<file path="config.mk">
export PLATFORM = sky130hd
export DESIGN_NAME = mpc_queue
export DESIGN_NICKNAME = d
export VERILOG_FILES = /design/src/rtl/mpc_pkg.sv /design/src/rtl/mpc_queue.sv
export SDC_FILE = /design/constraint.sdc
export NUM_CORES = 1
export LEC_CHECK = 0
export ABC_AREA = 1
export ABC_CLOCK_PERIOD_IN_PS = 4600
export BUFFER_PORTS_ARGS = -buffer_cell sky130_fd_sc_hd__buf_2
export CAP_MARGIN = 20
export CORE_ASPECT_RATIO = 1.1
export CORE_MARGIN = 2
export CORE_UTILIZATION = 50
export CTS_BUF_LIST = sky130_fd_sc_hd__clkbuf_2 sky130_fd_sc_hd__clkbuf_4 sky130_fd_sc_hd__clkbuf_8
export DETAILED_ROUTE_END_ITERATION = 7
export PLACE_DENSITY = 0.77
export SYNTH_ARGS = -nofsm -noshare
export SYNTH_HDL_FRONTEND = slang
export SYNTH_SLANG_ARGS = --single-unit
</file>
<file path="constraint.sdc">
create_clock -name clk -period 4.6 [get_ports clk]
set_clock_uncertainty 0.05 [all_clocks]
set_input_delay 0.69 -clock clk [delete_from_list [all_inputs] [get_ports clk]]
set_output_delay 0.69 -clock clk [all_outputs]
set_load 0.01 [all_outputs]
</file>
<file path="src/rtl/mpc_pkg.sv">
// Package: shared types, constants and functions of the pixel colorizer.
package mpc_pkg;

    localparam int MAX_ITER_DEF   = 256;
    localparam int PERIOD_LEN_DEF = 20;
    localparam int FRAC_BITS      = 28;

    localparam int CFG_IDX_W  = 3;
    localparam int CFG_DATA_W = 32;

    localparam logic [12:0] RST_IMAGE_WIDTH  = 13'd640;
    localparam logic [12:0] RST_IMAGE_HEIGHT = 13'd480;
    localparam logic [30:0] RST_PIXEL_STEP   = 31'd1048576;
    localparam logic [30:0] RST_ESCAPE_BOUND = 31'd1073741824;
    localparam logic [15:0] RST_CYCLE_EPS    = 16'd16;

    localparam logic signed [63:0] QUARTER = 64'sd1 <<< (FRAC_BITS - 2);
    localparam logic signed [63:0] Q_LIMIT = (FRAC_BITS + 2 < 31) ?
        (64'sd1 <<< (FRAC_BITS + 2)) : (64'sd1 <<< 31);

    typedef enum logic [CFG_IDX_W-1:0] {
        REG_IMAGE_WIDTH  = 3'd0,
        REG_IMAGE_HEIGHT = 3'd1,
        REG_PIXEL_STEP   = 3'd2,
        REG_CENTRE_REAL  = 3'd3,
        REG_CENTRE_IMAG  = 3'd4,
        REG_ESCAPE_BOUND = 3'd5,
        REG_CYCLE_EPS    = 3'd6
    } cfg_index_t;

    typedef struct packed {
        logic [12:0]        image_width;
        logic [12:0]        image_height;
        logic [30:0]        pixel_step;
        logic signed [31:0] centre_real;
        logic signed [31:0] centre_imag;
        logic [30:0]        escape_bound_sq;
        logic [15:0]        cycle_epsilon;
    } mpc_cfg_t;

    typedef struct packed {
        logic signed [31:0] c_re;
        logic signed [31:0] c_im;
        logic               cardioid;
    } mpc_point_t;

    typedef struct packed {
        logic [7:0] red;
        logic [7:0] green;
        logic [7:0] blue;
    } mpc_rgb_t;

    typedef enum logic [2:0] {
        FE_IDLE,
        FE_MAP,
        FE_CMAP,
        FE_SQ,
        FE_QSUM,
        FE_PROD,
        FE_CMP,
        FE_PUSH
    } fe_state_t;

    typedef enum logic [1:0] {
        BE_IDLE,
        BE_RUN,
        BE_DONE
    } be_state_t;

    function automatic logic signed [31:0] sat32(input logic signed [63:0] v);
        logic signed [31:0] res;
        if (v > 64'sd2147483647)
            res = 32'sh7fffffff;
        else if (v < -64'sd2147483648)
            res = 32'sh80000000;
        else
            res = v[31:0];
        return res;
    endfunction

    function automatic mpc_rgb_t palette(input int n);
        int       r;
        int       g;
        int       b;
        mpc_rgb_t c;
        if (n == 0) begin
            r = 255; g = 0; b = 0;
        end else if (n < 16) begin
            r = 16 * (16 - n); g = 0; b = 16 * n - 1;
        end else if (n < 32) begin
            r = 0; g = 16 * (n - 16); b = 16 * (32 - n) - 1;
        end else if (n < 64) begin
            r = 8 * (n - 32); g = 8 * (64 - n) - 1; b = 0;
        end else begin
            r = 255 - (n - 64) * 4; g = 0; b = 0;
            if (r < 0)
                r = 0;
        end
        c.red   = r[7:0];
        c.green = g[7:0];
        c.blue  = b[7:0];
        return c;
    endfunction

endpackage

</file>
<file path="src/rtl/mpc_queue.sv">
// Two-entry queue of mapped points between front end and orbit engine.
module mpc_queue (
    input  logic                clk,
    input  logic                rst_n,
    input  logic                wr,
    output logic                q_full,
    input  mpc_pkg::mpc_point_t wr_data,
    input  logic                rd,
    output logic                q_empty,
    output mpc_pkg::mpc_point_t rd_data
);

    mpc_pkg::mpc_point_t mem_reg [2];
    logic       wr_ptr_reg, rd_ptr_reg;
    logic [1:0] count_reg;

    assign q_full  = (count_reg == 2'd2);
    assign q_empty = (count_reg == 2'd0);
    assign rd_data = mem_reg[rd_ptr_reg];

    always_ff @(posedge clk or negedge rst_n)
    begin
        if (!rst_n)
        begin
            wr_ptr_reg <= 1'b0;
            rd_ptr_reg <= 1'b0;
            count_reg  <= 2'd0;
        end
        else
        begin
            if (wr)
                wr_ptr_reg <= ~wr_ptr_reg;
            if (rd)
                rd_ptr_reg <= ~rd_ptr_reg;
            if (wr && !rd)
                count_reg <= count_reg + 2'd1;
            else if (rd && !wr)
                count_reg <= count_reg - 2'd1;
        end
    end

    always_ff @(posedge clk)
    begin
        if (wr)
            mem_reg[wr_ptr_reg] <= wr_data;
    end

endmodule

</file>
==> metrics, run 1 <==
Root Driver clkbuf_8; Tot Pwr between 3 and 4 mW; Setup Fix Bufs, Post-CTS 0; GRT Overall Usage 16.4%; Worst-Skew Late Latency 0.43 ns; fin crit share 59.4%; Worst-path clk slew 0.07 ns; Rows 38; area of the multi-input gates approximately 970 um2; crit-path max FO 45; Synth Area in XOR/XNOR less than 1%; commonest non-fill, non-tap cells in the layout buf_2 (135), edfxtp_1 (130), mux2_4 (40); status finished clean; cell count after synthesis 227; Synth-to-Final Area Change 23.9%; clock sink count 134; Yosys warnings 0; max_cap viols 0; post-synthesis mux area share 17.4%; largest family of logic cells by synthesized area multiplexers; Worst Setup Start Kind register; ratio of cells with drive above 1 in the final layout 60.9%; worst rel slew slack 45.4%; H-tree Lvls 4; unique cell type count in the Yosys netlist 14; commonest non-fill, non-tap cell in the layout buf_2; crit path kind reg2out; Synth Area in Compound Gates 0%; Routed WL 8590 um; CP Capture Type output pin; gr ovfl total 0; Die X-Extent 99.9 um; Worst Max-Slew Pin Slew 0.818 ns; Final Hold Viols 0; Via density 4.89; FF+latch count, synth 134; required time of the critical path 3.86 ns; Final Max Slew Viols 0; initial detailed-routing violation count 129; Fill cells 730; fin util 63.7%; dpl hpwl 5530 um; hold path cells 1; post-cts repair resize count 0; post-route ant nets 0; Setup TNS 0 ns; die area approximately 11000 um2; DRT Pass-1 Iters 4; number of flip-flops in the largest register 130; Mapped Nets 297; HP Class in2reg; chip height 109 um; first-pass GRT wire length 12800 um; Post-Synth Adder-Cell Area 0.247%; TritonCTS clock tree yes; via count 2498; Mapped Area 5060 um2; # setup viols final 0; crit path time final about 2.7 ns; fmax 366 MHz; sequential fraction of the synthesis area 79.1%; number of I/O port buffers 135; peak supply drop 350 uV; Initial Util a little over 50%; Layout Nets 448; Clock Tree Buf Depth 2; Inserted Clock Buffers 17; WP data arrival 1.99 ns; RSZ-0062 raised after global routing false; wire per inst 16.8 um; # IOs 136; Seq. cell area 4010 um2; number of global-route vias before repair 2537; PwrDens 604 nW/um2; final antenna diode count 0; worst reg-to-reg path cell count 2; Post-Synth Simple-Gate Area 0.816%; Final GP Congestion 0.691; largest net degree at the start of global routing 67; # DRC 0; syn avg cell area 22.3 um2; leakage power ~2.5 nW; core outline area approximately 9800 um2; initial antenna violation count 1
worst max-delay path: stages, from the launching register on:
cell,delay (ns)
dfrtp_4,0.68
buf_16,0.31
mux2_2,0.37
buf_2,0.14
report_power, final:
part	total (mW)	internal, mW	switching (mW)
clock network	0.931	0.499	0.432
logic	1.12	0.578	0.537
registers	1.74	1.62	0.116
total	3.79	2.70	1.09
path summary, 6_finish.rpt:
| kind | start | end | slack (ns) |
|---|---|---|---|
| setup / recovery | rd_ptr_reg | rd_data[64] | 1.87 |
| hold / removal | wr_data[54] | mem_reg[0][54] | 0.39 |
| hold reg to reg | count_reg[1] | count_reg[1] | 0.47 |
| max in group asynchronous | rst_n | rd_ptr_reg | 3.81 |
| min in group asynchronous | rst_n | count_reg[1] | 0.55 |
| setup reg to reg | wr_ptr_reg | mem_reg[0][46] | 2.53 |
synth_stat cells:
cell type	instances	area share, %
buf_2	2	0.20
buf_6	5	1.1
dfrtp_1	4	2.0
edfxtp_1	130	77
ha_1	1	0.25
inv_1	7	0.52
mux2_2	25	5.6
mux2_4	40	12
nand2_1	5	0.37
nand3_1	1	0.099
nand4_1	1	0.12
nor2_1	3	0.22
xnor2_1	1	0.17
xor2_1	2	0.35
metal layers:
layer	GRT usage (%)	vias up	routed length [um]
li1	-	1183	-
met1	18.1	1199	3260
met2	27.7	96	4600
met3	6.17	18	510
met4	8.51	2	201
met5	0	-	13
per-stage QoR:
stage / setup WS [ns] / area (um2) / hold slack (ns) / std cells
4_1_cts: 1.62 / 6240 / 0.361 / 510
3_5_place_dp: 2.03 / 5840 / 0.453 / 477
2_1_floorplan: 0.604 / 5060 / 0.344 / 227
6_report: 1.87 / 6270 / 0.392 / 511
5_1_grt: 1.78 / 6270 / 0.366 / 511
3_3_place_gp: 2.07 / 5840 / 0.428 / 477
what timing repair did:
item | in CTS | in global routing
hold endpoints to repair | 4 | 0
hold buffers | 1 | 0
setup endpoints to repair | 0 | 0
area by class of cell:
cell class,instances,area share [%]
flip-flops and latches,134,63.9
multi-input cells,79,15.5
repair buffers,139,11.6
clock buffers,20,4.09
well taps,120,2.40
clock inverters,12,2.08
inverters,7,0.419
kinds of logic after synthesis:
logic type,Yosys count
and+or+nand+nor,10
muxes,65
xor gates and xnor gates,3
adders and majority gates,1
DFF,134
buffers and inverters,14
No activity file was read; power rests on OpenSTA's default activity.
==> run 2: changes to the inputs <==
--- a/config.mk
+++ b/config.mk
@@ -6,15 +6,15 @@
 export NUM_CORES = 1
 export LEC_CHECK = 0
 export ABC_AREA = 1
-export ABC_CLOCK_PERIOD_IN_PS = 4600
+export ABC_CLOCK_PERIOD_IN_PS = 2300
 export BUFFER_PORTS_ARGS = -buffer_cell sky130_fd_sc_hd__buf_2
 export CAP_MARGIN = 20
 export CORE_ASPECT_RATIO = 1.1
 export CORE_MARGIN = 2
-export CORE_UTILIZATION = 50
+export CORE_UTILIZATION = 49
 export CTS_BUF_LIST = sky130_fd_sc_hd__clkbuf_2 sky130_fd_sc_hd__clkbuf_4 sky130_fd_sc_hd__clkbuf_8
 export DETAILED_ROUTE_END_ITERATION = 7
-export PLACE_DENSITY = 0.77
+export PLACE_DENSITY = 0.78
 export SYNTH_ARGS = -nofsm -noshare
 export SYNTH_HDL_FRONTEND = slang
 export SYNTH_SLANG_ARGS = --single-unit
==> constraint.sdc (replaced) <==
create_clock -name clk -period 2.3 [get_ports clk]
set_clock_uncertainty 0.05 [all_clocks]
set_input_delay 0.345 -clock clk [delete_from_list [all_inputs] [get_ports clk]]
set_output_delay 0.345 -clock clk [all_outputs]
set_load 0.01 [all_outputs]
==> run 2 against run 1 <==
- core utilization hardly changed
- sequential share of layout area is 0.62 points lower
- clock-buffer cell count is 1 lower
- non-clock buffer count is 5 higher
- via count is 2.5% higher
- register-to-register slack worse by 1.7 ns
- combinational power is 110% higher
- global-route usage is 0.74 points lower
- worst setup slack worse by 1.7 ns
- worst hold slack worse by 0.32 ns
- critical path depth stayed put
- sequential cell count stayed put
- largest cell class unchanged
- highest routed layer is now met4
==> metrics, run 2 (same netlist as run 1, synthesis figures left out) <==
core outline area 9940 um2; number of flip-flops in the largest register 130; TritonCTS clock tree yes; via count 2561; max_cap viols 0; Final Max Slew Viols 0; Root Driver clkbuf_8; commonest non-fill, non-tap cell in the layout buf_2; post-route ant nets 0; Worst Setup Start Kind register; PwrDens 1220 nW/um2; clock sink count 134; initial antenna violation count 0; RSZ-0062 raised after global routing false; Finished Cell Area 6330 um2; Worst Max-Slew Pin Slew 0.527 ns; fin crit share between 90% and 100%; number of global-route vias before repair about 2700; dpl hpwl 5510 um; die area around 11000 um2; Rows 38; Inserted Clock Buffers 17; Worst-path clk slew 0.07 ns; ratio of cells with drive above 1 in the final layout 60.1%; commonest non-fill, non-tap cells in the layout buf_2 (135), edfxtp_1 (130), mux2_4 (40); post-cts repair resize count 0; Initial Util 50.9%; crit path kind reg2out; Setup TNS 0 ns; final antenna diode count 0; Routed WL 8450 um; initial detailed-routing violation count 143; DRT Pass-1 Iters 4; status finished clean; required time of the critical path between 1.5 and 2 ns; fmax 467 MHz; H-tree Lvls 4; GRT Overall Usage 15.6%; leakage power 2.56 nW; Via density 4.96; HP Class in2reg; number of I/O port buffers 135; # setup viols final 0; crit path time final 2.14 ns; Post-Layout Cell Count 516; Die X-Extent 101 um; WP data arrival between 1.5 and 2 ns; Layout Nets roughly 450; worst rel slew slack 64.8%; largest net degree at the start of global routing 39; Final GP Congestion 0.686; wire per inst 16.4 um; # DRC 0; cell count after placement ~480; Synth-to-Final Area Change 25.1%; Clock Tree Buf Depth 2; Placed Area 5890 um2; crit-path max FO 12; chip height around 110 um; peak supply drop 621 uV; CP Capture Type output pin; Worst-Skew Late Latency between 0.4 and 0.5 ns; Final Hold Viols 0; first-pass GRT wire length 13000 um; # IOs 136; gr ovfl total 0; Fill cells ~720
-- run 2: cell types whose count changed in the layout (fill, tap and decap cells not counted), sizes merged --
cell,delta
clkinv,+1
clkbuf,-1
bufinv,+2
clkinvlp,-1
buf,+5
inv,-1
-- run 2: cell type report --
type	count	area (um2)	area share, %
clock buffers	19	249	3.93
clock inverters	13	161	2.55
inverters	7	26.3	0.415
multi-input cells	79	970	15.3
flip-flops and latches	134	4010	63.3
well taps	120	150	2.37
repair buffers	144	766	12.1
-- run 2: critical path: stages (launching register included) --
cell     delay [ns]
dfrtp_4        0.56
buf_4          0.28
mux2_2         0.36
buf_2          0.14
-- run 2: layer usage --
metal / part of all wire, % / GRT usage (%)
met1: 42 / 18.7
met5: 0 / 0
met2: 51 / 25.9
met3: 6.8 / 5.82
met4: 0.52 / 5.21
-- run 2: worst paths after layout --
kind | from | end | slack (ns) | depth (start not counted)
max | rd_ptr_reg | rd_data[0] | 0.16 | 3
min | wr_data[52] | mem_reg[0][52] | 0.07 | 1
max reg2reg | wr_ptr_reg | mem_reg[0][16] | 0.86 | 2
min reg2reg | count_reg[1] | count_reg[1] | 0.46 | 2
max in group asynchronous | rst_n | rd_ptr_reg | 1.83 | 2
min in group asynchronous | rst_n | count_reg[1] | 0.22 | 2
-- run 2: where the power goes --
| part | leakage, nW | total [mW] | switching (mW) | internal [mW] |
|---|---|---|---|---|
| clock network | 0.208 | 1.99 | 0.807 | 1.18 |
| logic | 1.09 | 2.34 | 1.14 | 1.20 |
| registers | 1.27 | 3.42 | 0.176 | 3.25 |
| total | 2.56 | 7.75 | 2.12 | 5.63 |
-- run 2: metrics by stage --
step,utilization (%),total power [mW],hold slack (ns),setup WS [ns]
6_report,63.7,7.75,0.0674,0.157
4_1_cts,63.7,7.85,0.0364,0.110
3_5_place_dp,59.3,5.82,0.114,0.413
2_1_floorplan,-,5.05,-0.000591,0.0983
3_3_place_gp,59.3,5.77,0.106,0.424
5_1_grt,63.7,8.13,0.0341,0.0484
-- run 2: timing repair --
| item | 4_1_cts | 5_1_grt |
|---|---|---|
| buffers inserted | 1 | 0 |
| hold buffers | 1 | 0 |
| hold endpoints to repair | 4 | 0 |
| endpoints found under the setup margin | 17 | 0 |
==> run 3: changes to the inputs <==
--- a/config.mk
+++ b/config.mk
@@ -14,7 +14,7 @@
 export CORE_UTILIZATION = 49
 export CTS_BUF_LIST = sky130_fd_sc_hd__clkbuf_2 sky130_fd_sc_hd__clkbuf_4 sky130_fd_sc_hd__clkbuf_8
 export DETAILED_ROUTE_END_ITERATION = 7
-export PLACE_DENSITY = 0.78
+export PLACE_DENSITY = 0.74
 export SYNTH_ARGS = -nofsm -noshare
 export SYNTH_HDL_FRONTEND = slang
 export SYNTH_SLANG_ARGS = --single-unit
==> run 3 against run 2 <==
- register-to-register slack lost 0.06 ns
- sequential cell count is the same
- via count grew 0.12%
- non-clock buffer count is the same
- critical path depth is the same
- clock-buffer cell count is the same
- global-route usage grew 0.19 points
- clock power shrank 9%
- worst setup slack lost 0.019 ns
- largest cell class unchanged
==> metrics, run 3 (same netlist as run 1, synthesis figures left out) <==
status finished clean; initial detailed-routing violation count 128; # DRC 0; Crit-path slowest cell dfrtp_4; worst reg-to-reg path cell count 3; # IOs about 140; Inserted Clock Buffers 17; number of global-route vias before repair 2676; DRT Pass-1 Iters 5; Post-Layout Cell Count 516; WP data arrival between 1.5 and 2 ns; hold path cells 1; Gate power share between 30% and 40%; Tot Pwr roughly 7.6 mW; core outline area approximately 9900 um2; worst min-delay path endpoint mem_reg[0][61]; Net Sw Power 2.17 mW; crit path kind reg2out; Die X-Extent around 100 um; P_int 5.46 mW; Clock Tree Buf Depth 2; wire per inst 16.2 um; # setup viols final 0; Hold Startpoint wr_data[61]; crit path cell chain buf_12, mux2_2, buf_2; RSZ-0062 raised after global routing false; fmax 463 MHz; Worst-Skew Late Latency 0.42 ns; CP Capture Type output pin; number of flip-flops in the largest register 130; gr ovfl total 0; Root Driver clkbuf_8; dpl hpwl 5590 um; Flop pwr share 44.9%; PwrDens approximately 1200 nW/um2; Final Max Slew Viols 0; HP Class in2reg; ratio of cells with drive above 1 in the final layout 61.1%; R2R setup slack 0.80 ns; Initial Util 50.9%; largest net degree at the start of global routing between 50 and 60; max_cap viols 0; Placed Area 5930 um2; Final GP Congestion around 0.66; Sw Share 28.5%; number of I/O port buffers 135; setup slack after placement roughly 0.44 ns; die area 11200 um2; required time of the critical path approximately 1.9 ns; GRT Overall Usage 15.8%; leakage power 2.55 nW; worst setup margin approximately 0.14 ns; TritonCTS clock tree yes; final antenna diode count 0; crit-path max FO 27; first-pass GRT wire length roughly 13000 um; H-tree Lvls 4; peak supply drop 781 uV; post-route ant nets 0; CP max stage delay around 0.56 ns; clock sink count 134; Worst Setup Start Kind register; commonest non-fill, non-tap cell in the layout buf_2; RR Startpoint wr_ptr_reg; Via density a little under 5; crit path time final ~2.2 ns; initial antenna violation count 0; Final Hold Viols 0; Reg-to-Reg End mem_reg[1][37]; Hold Worst Slack 0.0560 ns; Layout Nets 453; chip height approximately 110 um; Rows 38; Worst Max-Slew Pin Slew 0.414 ns; cell count after placement 482; commonest non-fill, non-tap cells in the layout buf_2 (135), edfxtp_1 (130), mux2_4 (40); worst rel slew slack 72.3%; fin util a little under two thirds; Worst-path clk slew 0.08 ns; post-cts repair resize count 0; Clk pwr share 23.9%; Finished Cell Area ~6300 um2; fin crit share 94.0%; Synth-to-Final Area Change 25.3%; Routed WL approximately 8400 um; via count roughly 2600; Setup TNS 0 ns
==> run 3: cell count changes in the layout (fill, tap and decap cells not counted) <==
cell	delta
buf_4	-3
bufinv_16	-2
clkinv_1	-4
buf_12	+3
clkinv_4	+2
clkinvlp_4	+4
==> run 3: worst max path at each step <==
stage                     startpoint       endpoint  slack, ns  cells past startpoint
after global routing      rd_ptr_reg    rd_data[62]       0.05                      3
after detailed placement  rd_ptr_reg    rd_data[62]       0.44                      3
after floorplan           wr_ptr_reg  mem_reg[1][0]        0.1                      2
final                     rd_ptr_reg    rd_data[62]       0.14                      3
after CTS                 rd_ptr_reg    rd_data[62]       0.09                      3
after global placement    rd_ptr_reg    rd_data[57]       0.46                      3
==> run 3: area by class of cell <==
class                      count  area (um2)
tap                          120         150
fill                         710        3600
inverter                       7        26.3
clock inverter                13         134
sequential                   134        4010
multi-input combinational     79         970
timing repair buffer         144         803
clock buffer                  19         249
==> run 3: what timing repair did <==
| action | in CTS | in global routing |
|---|---|---|
| hold endpoints to repair | 4 | 0 |
| setup buffers | 1 | 0 |
| setup endpoints to repair | 12 | 0 |
| hold buffers | 1 | 0 |
==> run 3: power groups by stage <==
stage	Combinational, mW	Sequential [mW]	Clock [mW]
after detailed placement	2.33	3.53	0
after global placement	2.31	3.50	0
after floorplan	1.64	3.40	0
final	2.38	3.43	1.82
after CTS	2.42	3.44	1.88
after global routing	2.55	3.47	2.00
==> run 3: worst max-delay path: cells and delay by family, from the launching register on <==
kind | cells | cell delay [ns]
buf+inv | 2 | 0.40
flops | 1 | 0.56
mux | 1 | 0.37
==> run 3: routing by layer <==
metal,vias up,GRT usage [%],wire length [um]
li1,1200,-,-
met1,1258,17.2,3140
met2,94,27.1,4550
met3,12,5.95,538
met4,0,6.94,133
met5,-,0,0
